### src/sv/gtb_pkg.sv
// Shared types, constants and register indexes for the glyph text blitter.
package gtb_pkg;

   localparam int SCREEN_WIDTH_DEF = 800;
   localparam int FONT_ENTRIES_DEF = 4096;
   localparam int QUEUE_DEPTH      = 4;
   localparam int QUEUE_PTR_W      = $clog2(QUEUE_DEPTH);
   localparam int CSR_INDEX_W      = 3;
   localparam int CSR_DATA_W       = 16;

   localparam logic [1:0] CMD_LOAD = 2'd0;
   localparam logic [1:0] CMD_DRAW = 2'd1;
   localparam logic [1:0] CMD_HOME = 2'd2;

   localparam logic [CSR_INDEX_W-1:0] REG_CHAR_WIDTH  = 3'd0;
   localparam logic [CSR_INDEX_W-1:0] REG_CHAR_HEIGHT = 3'd1;
   localparam logic [CSR_INDEX_W-1:0] REG_LINE_LENGTH = 3'd2;
   localparam logic [CSR_INDEX_W-1:0] REG_ORIGIN_X    = 3'd3;
   localparam logic [CSR_INDEX_W-1:0] REG_ORIGIN_Y    = 3'd4;
   localparam logic [CSR_INDEX_W-1:0] REG_FG_COLOR    = 3'd5;

   typedef struct packed {
      logic [1:0]  cmd;
      logic [7:0]  char_code;
      logic [11:0] font_index;
      logic [7:0]  font_byte;
   } req_type;

   typedef struct packed {
      logic [19:0] pixel_address;
      logic [7:0]  pixel_mask;
      logic [15:0] color;
      logic        last_row;
   } rsp_type;

   typedef struct packed {
      logic [3:0]  char_width;
      logic [4:0]  char_height;
      logic [9:0]  line_length;
      logic [9:0]  origin_x;
      logic [8:0]  origin_y;
      logic [15:0] fg_color;
   } gtb_cfg_type;

   typedef struct packed {
      logic        is_load;
      logic [15:0] row;
      logic [9:0]  col;
      logic [11:0] font_addr;
      logic [4:0]  height;
      logic [7:0]  wmask;
      logic [7:0]  font_byte;
   } gtb_job_type;

endpackage

### src/sv/gtb_queue.sv
// Short job queue between the front end and the row engine.
module gtb_queue
   import gtb_pkg::*;
(
   input  logic        clock,
   input  logic        reset,
   input  logic        push,
   input  gtb_job_type push_data,
   output logic        full,
   output logic        valid,
   input  logic        pop,
   output gtb_job_type head
);

   gtb_job_type            entry_ff [QUEUE_DEPTH];
   logic [QUEUE_PTR_W-1:0] wr_ptr_ff;
   logic [QUEUE_PTR_W-1:0] rd_ptr_ff;
   logic [QUEUE_PTR_W:0]   count_ff;
   logic                   do_push;
   logic                   do_pop;

   assign full    = count_ff == (QUEUE_PTR_W + 1)'(QUEUE_DEPTH);
   assign valid   = count_ff != '0;
   assign head    = entry_ff[rd_ptr_ff];
   assign do_push = push && !full;
   assign do_pop  = pop && valid;

   always_ff @(posedge clock) begin
      if (do_push) begin
         entry_ff[wr_ptr_ff] <= push_data;
      end
   end

   always_ff @(posedge clock) begin
      if (reset) begin
         wr_ptr_ff <= '0;
         rd_ptr_ff <= '0;
         count_ff  <= '0;
      end else begin
         if (do_push) begin
            wr_ptr_ff <= wr_ptr_ff + 1'b1;
         end
         if (do_pop) begin
            rd_ptr_ff <= rd_ptr_ff + 1'b1;
         end
         if (do_push && !do_pop) begin
            count_ff <= count_ff + 1'b1;
         end else if (do_pop && !do_push) begin
            count_ff <= count_ff - 1'b1;
         end
      end
   end

endmodule

### config.mk
export PLATFORM = sky130hd
export DESIGN_NAME = gtb_queue
export DESIGN_NICKNAME = d
export VERILOG_FILES = /design/src/sv/gtb_pkg.sv /design/src/sv/gtb_queue.sv
export SDC_FILE = /design/constraint.sdc
export NUM_CORES = 1
export LEC_CHECK = 0
export BUFFER_PORTS_ARGS = -buffer_cell sky130_fd_sc_hd__buf_4
export CORE_ASPECT_RATIO = 1.75
export CORE_UTILIZATION = 51
export CTS_CLUSTER_DIAMETER = 150
export DETAILED_ROUTE_END_ITERATION = 10
export GPL_TIMING_DRIVEN = 0
export MAX_ROUTING_LAYER = met4
export PLACE_DENSITY = 0.75
export SKIP_CTS_REPAIR_TIMING = 1
export SLEW_MARGIN = 20
export SYNTH_ARGS = -nofsm -noshare
export SYNTH_HDL_FRONTEND = slang
export SYNTH_SLANG_ARGS = --single-unit
### constraint.sdc
create_clock -name clock -period 2.7 [get_ports clock]
set_input_delay 0.405 -clock clock [delete_from_list [all_inputs] [get_ports clock]]
set_output_delay 0.405 -clock clock [all_outputs]
set_load 0.01 [all_outputs]
==> results by group <==
Layout
  – Most frequent cells in the layout: edfxtp_1, buf_4, mux4_2
  – Area delta synth->final: 22.09%
  – Final core occ: 0.6401
  – Non-Filler Instances: 758
  – Total Nets Final: 583
  – Ant. Diodes: 0
  – Most common cell after layout, fill and taps aside: edfxtp_1
  – Share of cells above drive strength 1: 0.4573

Worst setup path
  – Critical path peak fanout: 10
  – CP endpoint kind: primary output
  – Required time worst endpoint: 2.30 ns
  – Worst path bufs/invs: 3
  – Worst Setup Start Kind: register
  – Critical-path cell list: buf_1 -> buf_2 -> mux4_2 -> buf_4
  – Critical path's slowest cell: mux4_2
  – Kind of critical path: reg -> out
  – WP data arrival: 2.01 ns
  – R2R setup slack: 0.44 ns
  – Top delay family on crit path: buffers and inverters
  – Biggest cell delay along the critical path: 0.37 ns

Routing
  – Routed Antenna Nets: 0
  – 1st-pass router iterations: 4
  – Routed wire length: 16,260 um
  – Wire per inst: 21.46 um
  – Via Count: 4,120
  – DR iter-0 viols: 177
  – Routed vias/inst: 5.435
  – Remaining DRCs: 0

Power
  – Reg power frac: 0.448
  – Power density cells: 946.4 nW/um^2
  – VDD IR max: 0.0006878 V
  – Internal power: 7.986 mW
  – Sw power: 2.639 mW
  – Leak Pwr: 3.803 nW
  – Combinational group share of total power: 0.259
  – Clock share of power: 0.293
  – Switching Share: 0.2484

STA
  – Slew at the pin with the worst max-slew slack: 0.4986 ns
  – Final clock skew: 0.01280 ns
  – RSZ-0062 raised after global routing: false
  – Fin. Hold Viols: 0
  – Setup TNS: 0 ns
  – Pins Over Slew Limit: 0
  – Slew headroom: 0.6676
  – Tmin final: 2.410 ns
  – Fmax: 0.4149 GHz
  – Setup violations, final: 0
  – Tcrit/Tclk final: 0.8927

Placed design
  – Dpl cells: 721
  – GP Congestion: 0.6864
  – IO Port Bufs: 124
  – HPWL after DPL: 10,300 um

Die
  – Die height: 179.6 um
  – Initial Util: 0.5243
  – DIE AREA: 18,590 um^2
  – Std-Cell Core Area: 17,540 um^2
  – Die W: 103.5 um
  – I/O pins: 126
  – Row cnt: 64

Clocking
  – CTS Root Buffer Type: clkbuf_16
  – Clk buf depth: 3
  – CTS tree: built
  – H-Tree Depth: 1
  – CTS Buf Count: 21
  – Worst skew pair latency: 0.50 ns
  – CTS sink cnt: 249
  – Clock transition at path regs: 0.07 ns

Yosys
  – Post-synthesis cell type count: 23
  – Mapped Cells: 362
  – Yosys reg bits: 249
  – Top post-synthesis cells by area: edfxtp_1, mux4_2, dfxtp_1
  – Sequential area share after synthesis: 0.8034
  – Yosys top cell area share: 0.7838
  – Syn. warnings: 0
  – Syn avg cell area: 25.40 um^2
  – Synth area leader: edfxtp_1
  – Synth Cell Area: 9195 um^2
  – Syn_nets: 432

GRT
  – Initial antenna violation count: 0
  – Pin count of the biggest net entering global routing: 43
  – Grt ovf: 0
  – Number of global-route vias before repair: 4,513
  – First-pass GRT wire length: 25,060 um
  – GRT Total Usage: 0.1849

Run status
  – Status: finished, final reports clean

Min path
  – Worst min-delay path category: in -> reg

Flow run
  – Max-cap violations: 0
[power by group through the flow]
stage / clock, mW / sequential [mW] / combinational, mW
floorplan: 0 / 4.82 / 1.69
global placement: 0 / 4.84 / 2.71
detailed placement: 0 / 4.84 / 2.81
CTS: 3.18 / 4.76 / 2.82
global route: 3.33 / 4.79 / 2.94
finish: 3.12 / 4.76 / 2.75
[cell type report]
type                       instances  area, um^2
sequential                       249        7387
fill                            1182        6311
multi-input combinational         94        1634
timing repair buffer             128        1018
clock buffer                      25       540.5
tap                              231       289.0
clock inverter                    12       172.7
buffer                            15       168.9
inverter                           4       15.01
[state kept, by name (all words and copies together) (netlist names), named ones only]
register	count
count_ff	3
wr_ptr_ff	2
rd_ptr_ff	2
entry_ff	240
[synthesized netlist by cell type]
master    count
edfxtp_1    240
mux4_2       60
dfxtp_1       9
buf_12        6
buf_2         6
ha_1          5
nor2_1        5
and2_1        4
inv_1         4
xor2_1        4
or3_1         3
a21oi_1       2
mux2i_1       2
nand2b_1      2
o21ai_0       2
buf_1         1
buf_6         1
clkbuf_1      1
fa_1          1
nor2_2        1
nor3b_2       1
o311ai_1      1
o31ai_2       1
[worst paths after layout]
kind / from / end / cells after the start
worst min-delay path: push_data[35] / entry_ff[1][35] / 1
worst max register to register: count_ff[0] / count_ff[2] / 8
worst min register to register: wr_ptr_ff[1] / wr_ptr_ff[1] / 2
worst max-delay path: register / head[40] / 4
[layer usage]
metal | up-vias | global-route usage | part of all wire
met4 | 0 | 0.06725 | 0.025
met3 | 31 | 0.02248 | 0.034
li1 | 1829 | - | -
met2 | 104 | 0.3305 | 0.56
met5 | - | - | 0
met1 | 2156 | 0.2135 | 0.38
[stage by stage]
| stage | worst slack, ns | total power [mW] | hold slack (ns) | instance area [um^2] |
|---|---|---|---|---|
| after floorplan | 0.07664 | 6.504 | 0.4818 | 9195 |
| after global placement | -0.9403 | 7.556 | 0.4933 | 10420 |
| after detailed placement | 0.4432 | 7.657 | 0.5164 | 10510 |
| after CTS | 0.2131 | 10.76 | 0.08260 | 11230 |
| after global routing | 0.1645 | 11.05 | 0.08039 | 11230 |
| final | 0.2897 | 10.62 | 0.1042 | 11230 |
[cell families (layout without fill, tap and decap cells)]
family	after synthesis	count (layout)	synth area share
flip-flops	249	249	0.8034
AO/OA/AOI/OAI	6	6	0.004490
adder cells (fa/ha/maj)	6	6	0.008981
XOR/XNOR	4	4	0.003810
buffers and inverters	19	184	0.02000
AND/OR/NAND/NOR	16	16	0.01021
multiplexers	62	62	0.1491
No activity file was read; power rests on OpenSTA's default activity.
