## config.mk

```make
export PLATFORM = sky130hd
export DESIGN_NAME = gtb_front
export DESIGN_NICKNAME = d
export VERILOG_FILES = /design/src/sv/gtb_pkg.sv /design/src/sv/gtb_front.sv
export SDC_FILE = /design/constraint.sdc
export NUM_CORES = 1
export LEC_CHECK = 0
export ABC_AREA = 1
export ABC_CLOCK_PERIOD_IN_PS = 7910
export BUFFER_PORTS_ARGS = -buffer_cell sky130_fd_sc_hd__buf_2
export CORE_MARGIN = 1.5
export CORE_UTILIZATION = 58
export CTS_BUF_LIST = sky130_fd_sc_hd__clkbuf_8
export DETAILED_ROUTE_END_ITERATION = 8
export PLACE_DENSITY = 0.95
export RECOVER_POWER = 50
export REMOVE_ABC_BUFFERS = 1
export SLEW_MARGIN = 20
export SYNTH_ARGS = -nofsm -noshare
export SYNTH_HDL_FRONTEND = slang
export SYNTH_SLANG_ARGS = --single-unit
```

## constraint.sdc

```tcl
create_clock -name clock -period 7.91 [get_ports clock]
set_clock_uncertainty 0.2 [all_clocks]
set_input_delay 0.3955 -clock clock [delete_from_list [all_inputs] [get_ports clock]]
set_output_delay 0.3955 -clock clock [all_outputs]
set_load 0.01 [all_outputs]
```

## src/sv/gtb_pkg.sv

```systemverilog
// Shared types, constants and register indexes for the glyph text blitter.
package gtb_pkg;

   localparam int SCREEN_WIDTH_DEF = 800;
   localparam int FONT_ENTRIES_DEF = 4096;
   localparam int QUEUE_DEPTH      = 4;
   localparam int QUEUE_PTR_W      = $clog2(QUEUE_DEPTH);
   localparam int CSR_INDEX_W      = 3;
   localparam int CSR_DATA_W       = 16;

   localparam logic [1:0] CMD_LOAD = 2'd0;
   localparam logic [1:0] CMD_DRAW = 2'd1;
   localparam logic [1:0] CMD_HOME = 2'd2;

   localparam logic [CSR_INDEX_W-1:0] REG_CHAR_WIDTH  = 3'd0;
   localparam logic [CSR_INDEX_W-1:0] REG_CHAR_HEIGHT = 3'd1;
   localparam logic [CSR_INDEX_W-1:0] REG_LINE_LENGTH = 3'd2;
   localparam logic [CSR_INDEX_W-1:0] REG_ORIGIN_X    = 3'd3;
   localparam logic [CSR_INDEX_W-1:0] REG_ORIGIN_Y    = 3'd4;
   localparam logic [CSR_INDEX_W-1:0] REG_FG_COLOR    = 3'd5;

   typedef struct packed {
      logic [1:0]  cmd;
      logic [7:0]  char_code;
      logic [11:0] font_index;
      logic [7:0]  font_byte;
   } req_type;

   typedef struct packed {
      logic [19:0] pixel_address;
      logic [7:0]  pixel_mask;
      logic [15:0] color;
      logic        last_row;
   } rsp_type;

   typedef struct packed {
      logic [3:0]  char_width;
      logic [4:0]  char_height;
      logic [9:0]  line_length;
      logic [9:0]  origin_x;
      logic [8:0]  origin_y;
      logic [15:0] fg_color;
   } gtb_cfg_type;

   typedef struct packed {
      logic        is_load;
      logic [15:0] row;
      logic [9:0]  col;
      logic [11:0] font_addr;
      logic [4:0]  height;
      logic [7:0]  wmask;
      logic [7:0]  font_byte;
   } gtb_job_type;

endpackage

```

## src/sv/gtb_front.sv

```systemverilog
// Front end: accepts words, tracks the text cursor and queues load and draw jobs.
module gtb_front
   import gtb_pkg::*;
#(
   parameter int FONT_ENTRIES = FONT_ENTRIES_DEF
) (
   input  logic        clock,
   input  logic        reset,
   input  gtb_cfg_type cfg,
   input  logic        req_valid,
   output logic        req_stall,
   input  req_type     req_data,
   output logic        q_push,
   output gtb_job_type q_data,
   input  logic        q_full
);

   logic [9:0]  col_ff;
   logic [15:0] row_ff;
   logic [9:0]  line_pos_ff;
   logic [3:0]  gw_eff;
   logic [4:0]  gh_eff;
   logic        wrap;
   logic [9:0]  col_start;
   logic [15:0] row_start;
   logic [9:0]  lp_start;
   logic        accept;
   logic        is_load;
   logic        is_draw;

   always_comb begin
      if (cfg.char_width == 4'd0) begin
         gw_eff = 4'd1;
      end else if (cfg.char_width > 4'd8) begin
         gw_eff = 4'd8;
      end else begin
         gw_eff = cfg.char_width;
      end
      if (cfg.char_height == 5'd0) begin
         gh_eff = 5'd1;
      end else if (cfg.char_height > 5'd16) begin
         gh_eff = 5'd16;
      end else begin
         gh_eff = cfg.char_height;
      end
   end

   assign wrap      = ({1'b0, line_pos_ff} + 11'(gw_eff)) > {1'b0, cfg.line_length};
   assign col_start = wrap ? cfg.origin_x : col_ff;
   assign row_start = wrap ? row_ff + 16'(gh_eff) : row_ff;
   assign lp_start  = wrap ? 10'd0 : line_pos_ff;

   assign accept    = req_valid && !q_full;
   assign req_stall = q_full;
   assign is_load   = (req_data.cmd == CMD_LOAD) &&
                      ({1'b0, req_data.font_index} < 13'(FONT_ENTRIES));
   assign is_draw   = (req_data.cmd == CMD_DRAW) && (req_data.char_code != 8'd0);
   assign q_push    = accept && (is_load || is_draw);

   always_comb begin
      q_data.is_load   = is_load;
      q_data.row       = row_start;
      q_data.col       = col_start;
      q_data.font_addr = is_load ? req_data.font_index :
                         12'(13'(req_data.char_code) * 13'(gh_eff));
      q_data.height    = gh_eff;
      q_data.wmask     = 8'((16'd1 << gw_eff) - 16'd1);
      q_data.font_byte = req_data.font_byte;
   end

   always_ff @(posedge clock) begin
      if (reset) begin
         col_ff      <= '0;
         row_ff      <= '0;
         line_pos_ff <= '0;
      end else if (accept) begin
         if (req_data.cmd == CMD_HOME) begin
            col_ff      <= cfg.origin_x;
            row_ff      <= {7'd0, cfg.origin_y};
            line_pos_ff <= '0;
         end else if (is_draw) begin
            col_ff      <= col_start + 10'(gw_eff);
            row_ff      <= row_start;
            line_pos_ff <= lp_start + 10'(gw_eff);
         end
      end
   end

endmodule

```

==> impl_metrics.prom, run 1 <==
# TYPE chip_impl_metric gauge
chip_impl_info{name="outcome",value="completed"} 1
chip_impl_metric{name="hold_viol_final",unit=""} 0
chip_impl_metric{name="drive_gt1_share",unit="%"} 15.7
chip_impl_metric{name="finalSetupTns",unit="ps"} 0
chip_impl_metric{name="place_worst_setup_slack",unit="ps"} 1810
chip_impl_metric{name="fp.dieArea",unit="um2"} 8840
chip_impl_metric{name="placeableCoreArea",unit="um2"} 8130
chip_impl_metric{name="clock-sinks",unit=""} 36
chip_impl_metric{name="cts_hold_buf",unit=""} 0
chip_impl_metric{name="detail-route-antenna-nets",unit=""} 0
chip_impl_metric{name="cts_buffer_depth",unit=""} 2
chip_impl_metric{name="power.density",unit="nW/um2"} 103
chip_impl_metric{name="diodes",unit=""} 0
chip_impl_info{name="cpMaxStageDelayCell",value="nand2_1"} 1
chip_impl_metric{name="maxSlewViolCount",unit=""} 0
chip_impl_metric{name="worstRegToRegCells",unit=""} 32
chip_impl_metric{name="leak_pwr",unit="nW"} 2.88
chip_impl_metric{name="clock.fmax",unit="MHz"} 159
chip_impl_metric{name="grt_pass1_vias",unit=""} 4672
chip_impl_info{name="hold_class",value="primary input to register"} 1
chip_impl_metric{name="syn-mean-instance-area",unit="um2"} 6.36
chip_impl_info{name="tritoncts",value="yes"} 1
chip_impl_metric{name="grt_pass1_wl",unit="um"} 19400
chip_impl_metric{name="grt_overflow",unit=""} 0
chip_impl_info{name="busiest_layer",value="met2"} 1
chip_impl_metric{name="timing.final.setup_violations",unit=""} 0
chip_impl_metric{name="worst_pin_slew",unit="ps"} 1110
chip_impl_metric{name="drt_pre_antenna_iters",unit=""} 5
chip_impl_metric{name="cts_made_buffers",unit=""} 5
chip_impl_metric{name="design_power_total",unit="mW"} 0.552
chip_impl_metric{name="yosysSeqAreaShare",unit="%"} 15.0
chip_impl_metric{name="io_pins",unit=""} 150
chip_impl_metric{name="use_met3",unit="%"} 5.26
chip_impl_info{name="cts.root.buffer_cell",value="clkbuf_8"} 1
chip_impl_metric{name="detail_route.vias_per_cell",unit=""} 5.29
chip_impl_info{name="setup.worst_path.start_class",value="primary input"} 1
chip_impl_metric{name="final.fill_count",unit=""} 724
chip_impl_metric{name="track_usage",unit="%"} 27.0
chip_impl_info{name="synth_flop_cell",value="dfxtp_1"} 1
chip_impl_metric{name="cts_resized",unit=""} 0
chip_impl_info{name="main_combinational_cell_family_by_area_after_synthesis",value="simple AND/OR/NAND/NOR gates"} 1
chip_impl_metric{name="relSlewSlack",unit="%"} 25.8
chip_impl_metric{name="design.final.nets",unit=""} 1004
chip_impl_metric{name="drc",unit=""} 0
chip_impl_info{name="critical_path.startpoint",value="cfg[53]"} 1
chip_impl_metric{name="worst_path_largest_cell_delay",unit="ps"} 670
chip_impl_metric{name="placement.io_buffers",unit=""} 116
chip_impl_metric{name="worst_skew_pair.late_latency",unit="ps"} 300
chip_impl_metric{name="drt_iter0_markers",unit=""} 235
chip_impl_metric{name="synth-compound-area-share",unit="%"} 15.3
chip_impl_metric{name="hold_path_depth",unit=""} 3
chip_impl_info{name="min_from",value="cfg[26]"} 1
chip_impl_metric{name="synthToLayoutAreaGrowth",unit="%"} 11.7
chip_impl_metric{name="yosys.area.top_type_share",unit="%"} 15.0
chip_impl_metric{name="timing.final.ws_setup",unit="ps"} 1620
chip_impl_metric{name="synth_cell_types",unit=""} 42
chip_impl_metric{name="clk_transition_reported_paths",unit="ps"} 80
chip_impl_info{name="endpoint_kind",value="register"} 1
chip_impl_metric{name="site_rows",unit=""} 33
chip_impl_metric{name="finalWirelength",unit="um"} 11700
chip_impl_info{name="yosys-top-cells-area",value="dfxtp_1 15%, nand2_1 14%, ha_1 13%"} 1
chip_impl_metric{name="synthArstFlopShare",unit="%"} 0
chip_impl_metric{name="critPathArrivalTime",unit="ps"} 6250
chip_impl_metric{name="cell_count_after_synthesis",unit=""} 755
chip_impl_metric{name="num_vias",unit=""} 5040
chip_impl_info{name="worstSetupPathType",value="primary input to register"} 1
chip_impl_metric{name="adder_and_majority_cell_fraction_of_the_synthesized_area",unit="%"} 21.3
chip_impl_metric{name="crit_fanout",unit=""} 29
chip_impl_metric{name="yosys_register_bits",unit=""} 36
chip_impl_metric{name="synthesis.area",unit="um2"} 4800
chip_impl_info{name="regToRegStartpoint",value="line_pos_ff[2]$_SDFFE_PP0P_"} 1
chip_impl_metric{name="synth_edf_count",unit=""} 0
chip_impl_metric{name="dieWidth",unit="um"} 94.0
chip_impl_info{name="ys_top_cells_by_count",value="182 x nand2_1, 124 x inv_1, 77 x nor2_1"} 1
chip_impl_metric{name="global_route.usage.met2",unit="%"} 47.6
chip_impl_metric{name="globalRouteMet1Util",unit="%"} 33.0
chip_impl_metric{name="maximum_level_of_the_cts_h_tree",unit=""} 2
chip_impl_metric{name="muxShareOfSynthArea",unit="%"} 0
chip_impl_metric{name="cp_data_required_time",unit="ps"} 7870
chip_impl_info{name="cp_common_cell",value="nand2_1"} 1
chip_impl_metric{name="yosysWarnings",unit=""} 0
chip_impl_metric{name="gpl.final_weighted_congestion",unit=""} 0.867
chip_impl_metric{name="final_cycle_share",unit="%"} 79.5
chip_impl_info{name="cell_with_the_most_instances_after_synthesis",value="nand2_1"} 1
chip_impl_metric{name="initial_cell_density_of_the_core",unit="%"} 59.1
chip_impl_metric{name="post-dp-hpwl",unit="um"} 9040
chip_impl_metric{name="antenna_found_initial",unit=""} 0
chip_impl_metric{name="max_cap_viol_count",unit=""} 0
chip_impl_metric{name="die-height",unit="um"} 94.0
chip_impl_metric{name="grt_start_max_net_pins",unit=""} 43
chip_impl_metric{name="power.ir.vdd_worst",unit="mV"} 0.0582
chip_impl_metric{name="yosys.area_share.simple",unit="%"} 29.0
chip_impl_metric{name="post_route_minimum_period",unit="ps"} 6290
chip_impl_metric{name="postCtsSetupRepairBufs",unit=""} 0
chip_impl_info{name="netlist.top_cell.by_area",value="dfxtp_1"} 1
chip_impl_metric{name="avgRoutedWirePerCell",unit="um"} 12.3
chip_impl_metric{name="synthXorXnorAreaFrac",unit="%"} 4.92
chip_impl_info{name="unrepaired_setup_endpoints_after_global_routing",value="false"} 1
per-layer routing:
layer,vias to the layer above,wire (um)
li1,2547,-
met1,2286,5030
met2,186,5620
met3,21,828
met4,0,217
met5,-,0
layout by cell type (no fill, tap or decap), types with 9 or more instances in the layout:
cell      Yosys  final
a21oi_1      61     61
buf_2         5     93
clkbuf_1     14     23
dfxtp_1      36     36
fa_1         21     21
ha_1         48     48
inv_1       124    126
nand2_1     182    187
nand3_1      30     31
nor2_1       77     78
o21ai_0      38     40
xnor2_1       9      9
xor2_1       18     18
final cells by class:
| cell class | instances | area [um2] | area share (%) |
|---|---|---|---|
| multi-input combinational | 556 | 3370 | 62.8 |
| sequential | 36 | 721 | 13.4 |
| inverter | 130 | 488 | 9.10 |
| timing repair buffer | 118 | 567 | 10.6 |
| tap | 105 | 131 | 2.45 |
| clock buffer | 6 | 82.6 | 1.54 |
| clock inverter | 2 | 7.51 | 0.140 |
power by group:
group	leakage (nW)	switching, mW	total [mW]	internal [mW]
Sequential	0.292	0.00330	0.190	0.186
Clock	0.0538	0.0678	0.136	0.0685
Combinational	2.53	0.139	0.226	0.0872
sequential cells by signal (all words and copies together) (netlist names):
| name | flops |
|---|---|
| row_ff | 16 |
| col_ff | 10 |
| line_pos_ff | 10 |
cell families (layout without fill, tap and decap cells):
logic type / count (synthesis) / after routing
simple gates: 327 / 327
buf+inv: 164 / 256
compound gates: 131 / 131
fa+ha+maj: 69 / 69
flops: 36 / 36
xor+xnor: 27 / 27
other cells: 1 / 2
worst max-delay path, delay by kind of cell:
family	cells	cell delay [ps]
xor gates and xnor gates	1	120
and+or+nand+nor	17	2430
buffers and inverters	7	1070
AOI/OAI and AO/OA	5	990
adders and majority gates	4	1220
path summary, 6_finish.rpt:
| check | end | slack (ps) |
|---|---|---|
| worst max-delay path | col_ff[8]$_SDFFE_PP0P_ | 1620 |
| worst min register to register | col_ff[6]$_SDFFE_PP0P_ | 270 |
| worst min-delay path | col_ff[1]$_SDFFE_PP0P_ | 160 |
| worst max register to register | col_ff[8]$_SDFFE_PP0P_ | 2040 |
stage by stage:
stage,cell area (um2),std cells,hold WS (ps),util [%]
finish,5370,953,158,66.0
global route,5370,953,179,66.0
CTS,5430,953,165,66.7
detailed placement,5340,945,256,65.6
global placement,5340,945,253,65.6
floorplan,4600,722,239,-
(Power assumes the default switching activity.)
==> run 2: changes to the inputs <==
- ABC_AREA: 1 -> 0
- ABC_CLOCK_PERIOD_IN_PS: 7910 -> 5500
- CORE_UTILIZATION: 58 -> 49
- PLACE_DENSITY: 0.95 -> 0.9
- clock period: 7.91 -> 5.5 ns (I/O delays scaled with it)
==> impl_metrics.prom, run 2 <==
# TYPE chip_impl_metric gauge
chip_impl_info{name="layout.cells.most_common_list",value="101 x buf_2, 98 x nand2_1, 48 x ha_1"} 1
chip_impl_info{name="cts.root.buffer_cell",value="clkbuf_8"} 1
chip_impl_metric{name="grt_pass1_wl",unit="um"} 20200
chip_impl_metric{name="drt_iter0_markers",unit=""} 248
chip_impl_metric{name="cp_data_required_time",unit="ps"} 5520
chip_impl_info{name="cell_with_the_most_instances_after_synthesis",value="nand2_1"} 1
chip_impl_metric{name="final.fill_count",unit=""} 909
chip_impl_info{name="unrepaired_setup_endpoints_after_global_routing",value="false"} 1
chip_impl_info{name="yosys-top-cells-area",value="dfxtp_1 15%, ha_1 12%, fa_1 8.7%"} 1
chip_impl_metric{name="relSlewSlack",unit="%"} 26.2
chip_impl_metric{name="worstRegToRegCells",unit=""} 25
chip_impl_metric{name="clock-sinks",unit=""} 36
chip_impl_info{name="endpoint_of_the_lowest_slack_register_to_register_path",value="col_ff[6]$_SDFFE_PP0P_"} 1
chip_impl_metric{name="synthToLayoutAreaGrowth",unit="%"} 14.8
chip_impl_info{name="outcome",value="completed"} 1
chip_impl_info{name="tritoncts",value="yes"} 1
chip_impl_metric{name="detail-route-antenna-nets",unit=""} 0
chip_impl_metric{name="finalWirelength",unit="um"} 12200
chip_impl_metric{name="synth_cell_types",unit=""} 65
chip_impl_metric{name="placed_cells",unit=""} 864
chip_impl_metric{name="diodes",unit=""} 0
chip_impl_metric{name="final_cycle_share",unit="%"} 93.5
chip_impl_metric{name="hold_path_depth",unit=""} 3
chip_impl_metric{name="die-height",unit="um"} 102
chip_impl_metric{name="fp.dieArea",unit="um2"} 10500
chip_impl_metric{name="grt_overflow",unit=""} 0
chip_impl_metric{name="yosysSeqAreaShare",unit="%"} 14.9
chip_impl_metric{name="final_cell_area",unit="um2"} 5540
chip_impl_metric{name="power.density",unit="nW/um2"} 148
chip_impl_metric{name="design_power_total",unit="mW"} 0.821
chip_impl_metric{name="drt_pre_antenna_iters",unit=""} 4
chip_impl_metric{name="num_vias",unit=""} 4839
chip_impl_metric{name="worst_pin_slew",unit="ps"} 1100
chip_impl_metric{name="regArea",unit="um2"} 721
chip_impl_metric{name="detail_route.vias_per_cell",unit=""} 5.55
chip_impl_info{name="min_from",value="cfg[19]"} 1
chip_impl_metric{name="power.ir.vdd_worst",unit="mV"} 0.0954
chip_impl_metric{name="yosys.area.top_type_share",unit="%"} 14.9
chip_impl_metric{name="ff2ff_setup_slack",unit="ps"} 360
chip_impl_metric{name="hold_viol_final",unit=""} 0
chip_impl_metric{name="maximum_level_of_the_cts_h_tree",unit=""} 2
chip_impl_metric{name="yosys_register_bits",unit=""} 36
chip_impl_metric{name="drive_gt1_share",unit="%"} 20.2
chip_impl_metric{name="antenna_found_initial",unit=""} 0
chip_impl_metric{name="cts_made_buffers",unit=""} 5
chip_impl_metric{name="cts_hold_buf",unit=""} 0
chip_impl_metric{name="dpl-instance-area",unit="um2"} 5470
chip_impl_metric{name="placement.io_buffers",unit=""} 116
chip_impl_info{name="netlist.top_cell.by_area",value="dfxtp_1"} 1
chip_impl_info{name="endpoint_kind",value="register"} 1
chip_impl_metric{name="placeableCoreArea",unit="um2"} 9680
chip_impl_info{name="final_common_cell",value="buf_2"} 1
chip_impl_info{name="cpMaxStageDelayCell",value="dfxtp_1"} 1
chip_impl_info{name="regToRegStartpoint",value="line_pos_ff[1]$_SDFFE_PP0P_"} 1
chip_impl_metric{name="post-dp-hpwl",unit="um"} 9300
chip_impl_metric{name="grt_pass1_vias",unit=""} 4543
chip_impl_metric{name="synth_edf_count",unit=""} 0
chip_impl_metric{name="largest_register_ff_count",unit=""} 16
chip_impl_info{name="worstSetupPathType",value="register to register"} 1
chip_impl_info{name="synth_flop_cell",value="dfxtp_1"} 1
chip_impl_metric{name="drc",unit=""} 0
chip_impl_metric{name="yosysWarnings",unit=""} 0
chip_impl_metric{name="crit_fanout",unit=""} 6
chip_impl_metric{name="grt_start_max_net_pins",unit=""} 34
chip_impl_metric{name="max_cap_viol_count",unit=""} 0
chip_impl_metric{name="io_pins",unit=""} 150
chip_impl_info{name="min_delay_worst_endpoint",value="row_ff[3]$_SDFFE_PP0P_"} 1
chip_impl_metric{name="initial_cell_density_of_the_core",unit="%"} 49.8
chip_impl_metric{name="gpl.final_weighted_congestion",unit=""} 0.894
chip_impl_metric{name="dieWidth",unit="um"} 102
chip_impl_metric{name="post_route_minimum_period",unit="ps"} 5140
chip_impl_metric{name="synthesis.area",unit="um2"} 4830
chip_impl_info{name="ys_top_cells_by_count",value="99 x nand2_1, 48 x ha_1, 46 x inv_1"} 1
chip_impl_metric{name="critPathArrivalTime",unit="ps"} 5160
chip_impl_metric{name="layout.cells.non_filler",unit=""} 872
chip_impl_metric{name="synthArstFlopShare",unit="%"} 0
chip_impl_info{name="largest-register",value="row_ff"} 1
chip_impl_metric{name="maxSlewViolCount",unit=""} 0
chip_impl_metric{name="site_rows",unit=""} 36
chip_impl_info{name="setup.worst_path.start_class",value="register"} 1
chip_impl_info{name="hold_class",value="primary input to register"} 1
chip_impl_metric{name="worst_path_largest_cell_delay",unit="ps"} 430
chip_impl_metric{name="multiInputGateArea",unit="um2"} 3670
chip_impl_metric{name="avgRoutedWirePerCell",unit="um"} 14.0
chip_impl_metric{name="clock.fmax",unit="MHz"} 194
chip_impl_metric{name="leak_pwr",unit="nW"} 2.63
chip_impl_metric{name="postCtsSetupRepairBufs",unit=""} 0
chip_impl_metric{name="cts_resized",unit=""} 0
chip_impl_metric{name="worst_skew_pair.late_latency",unit="ps"} 300
chip_impl_metric{name="cell_count_after_synthesis",unit=""} 640
chip_impl_metric{name="track_usage",unit="%"} 23.7
chip_impl_metric{name="cts_buffer_depth",unit=""} 2
chip_impl_info{name="largestRegisters",value="row_ff: 16 flops, col_ff: 10 flops, line_pos_ff: 10 flops"} 1
chip_impl_metric{name="syn-mean-instance-area",unit="um2"} 7.54
chip_impl_metric{name="timing.final.setup_violations",unit=""} 0
chip_impl_metric{name="clk_transition_reported_paths",unit="ps"} 80
chip_impl_metric{name="design.final.nets",unit=""} 895
-- run 2: cell families after synthesis --
logic type	count (synthesis)	synth area share [%]
compound gates	153	21.4
mux	14	3.24
simple gates	234	23.0
buf+inv	93	8.94
flops	36	14.9
xor+xnor	40	7.26
fa+ha+maj	69	21.2
other cells	1	0.0777
-- run 2: power breakdown --
group	internal [mW]	total, mW	switching (mW)
Sequential	0.265	0.269	0.00386
Clock	0.134	0.244	0.110
Combinational	0.131	0.308	0.178
-- run 2: layer usage --
layer / global-route usage, % / vias to the layer above / routed length (um)
met4: 5.58 / 0 / 117
met2: 41.5 / 175 / 6000
met1: 30.2 / 2254 / 5280
li1: - / 2396 / -
met3: 4.24 / 14 / 777
met5: 0 / - / 0
-- run 2: how the worst max path moves through the flow --
stage | from | to | slack, ps
floorplan | cfg[53] | col_ff[6]$_SDFFE_PP0P_ | -180
global placement | cfg[52] | col_ff[6]$_SDFFE_PP0P_ | 160
detailed placement | cfg[52] | col_ff[6]$_SDFFE_PP0P_ | -80
CTS | cfg[52] | col_ff[6]$_SDFFE_PP0P_ | 230
global route | cfg[52] | col_ff[6]$_SDFFE_PP0P_ | 70
finish | line_pos_ff[1]$_SDFFE_PP0P_ | col_ff[6]$_SDFFE_PP0P_ | 360
-- run 2: per-stage QoR --
stage	utilization, %	hold slack, ps	TNS, ps	worst slack (ps)
3_3_place_gp	56.5	245	0	155
4_1_cts	57.7	36.6	0	226
2_1_floorplan	-	141	-336	-180
6_report	57.2	41.9	0	357
5_1_grt	57.2	55.0	0	69.4
3_5_place_dp	56.5	265	-80.3	-80.3
-- run 2: cell type report --
type	instances	share of cell area, %
clock inverter	3	0.768
timing repair buffer	136	12.6
sequential	36	13.0
clock buffer	5	1.24
multi-input combinational	512	66.2
inverter	47	3.18
tap	133	3.00
-- run 2: worst max-delay path, delay by kind of cell (launching register included) --
family,cells,cell delay [ps]
AO/OA/AOI/OAI,8,1570
XOR/XNOR,2,290
adder cells (fa/ha/maj),4,1160
buffers and inverters,2,270
flip-flops,1,430
AND/OR/NAND/NOR,9,1130
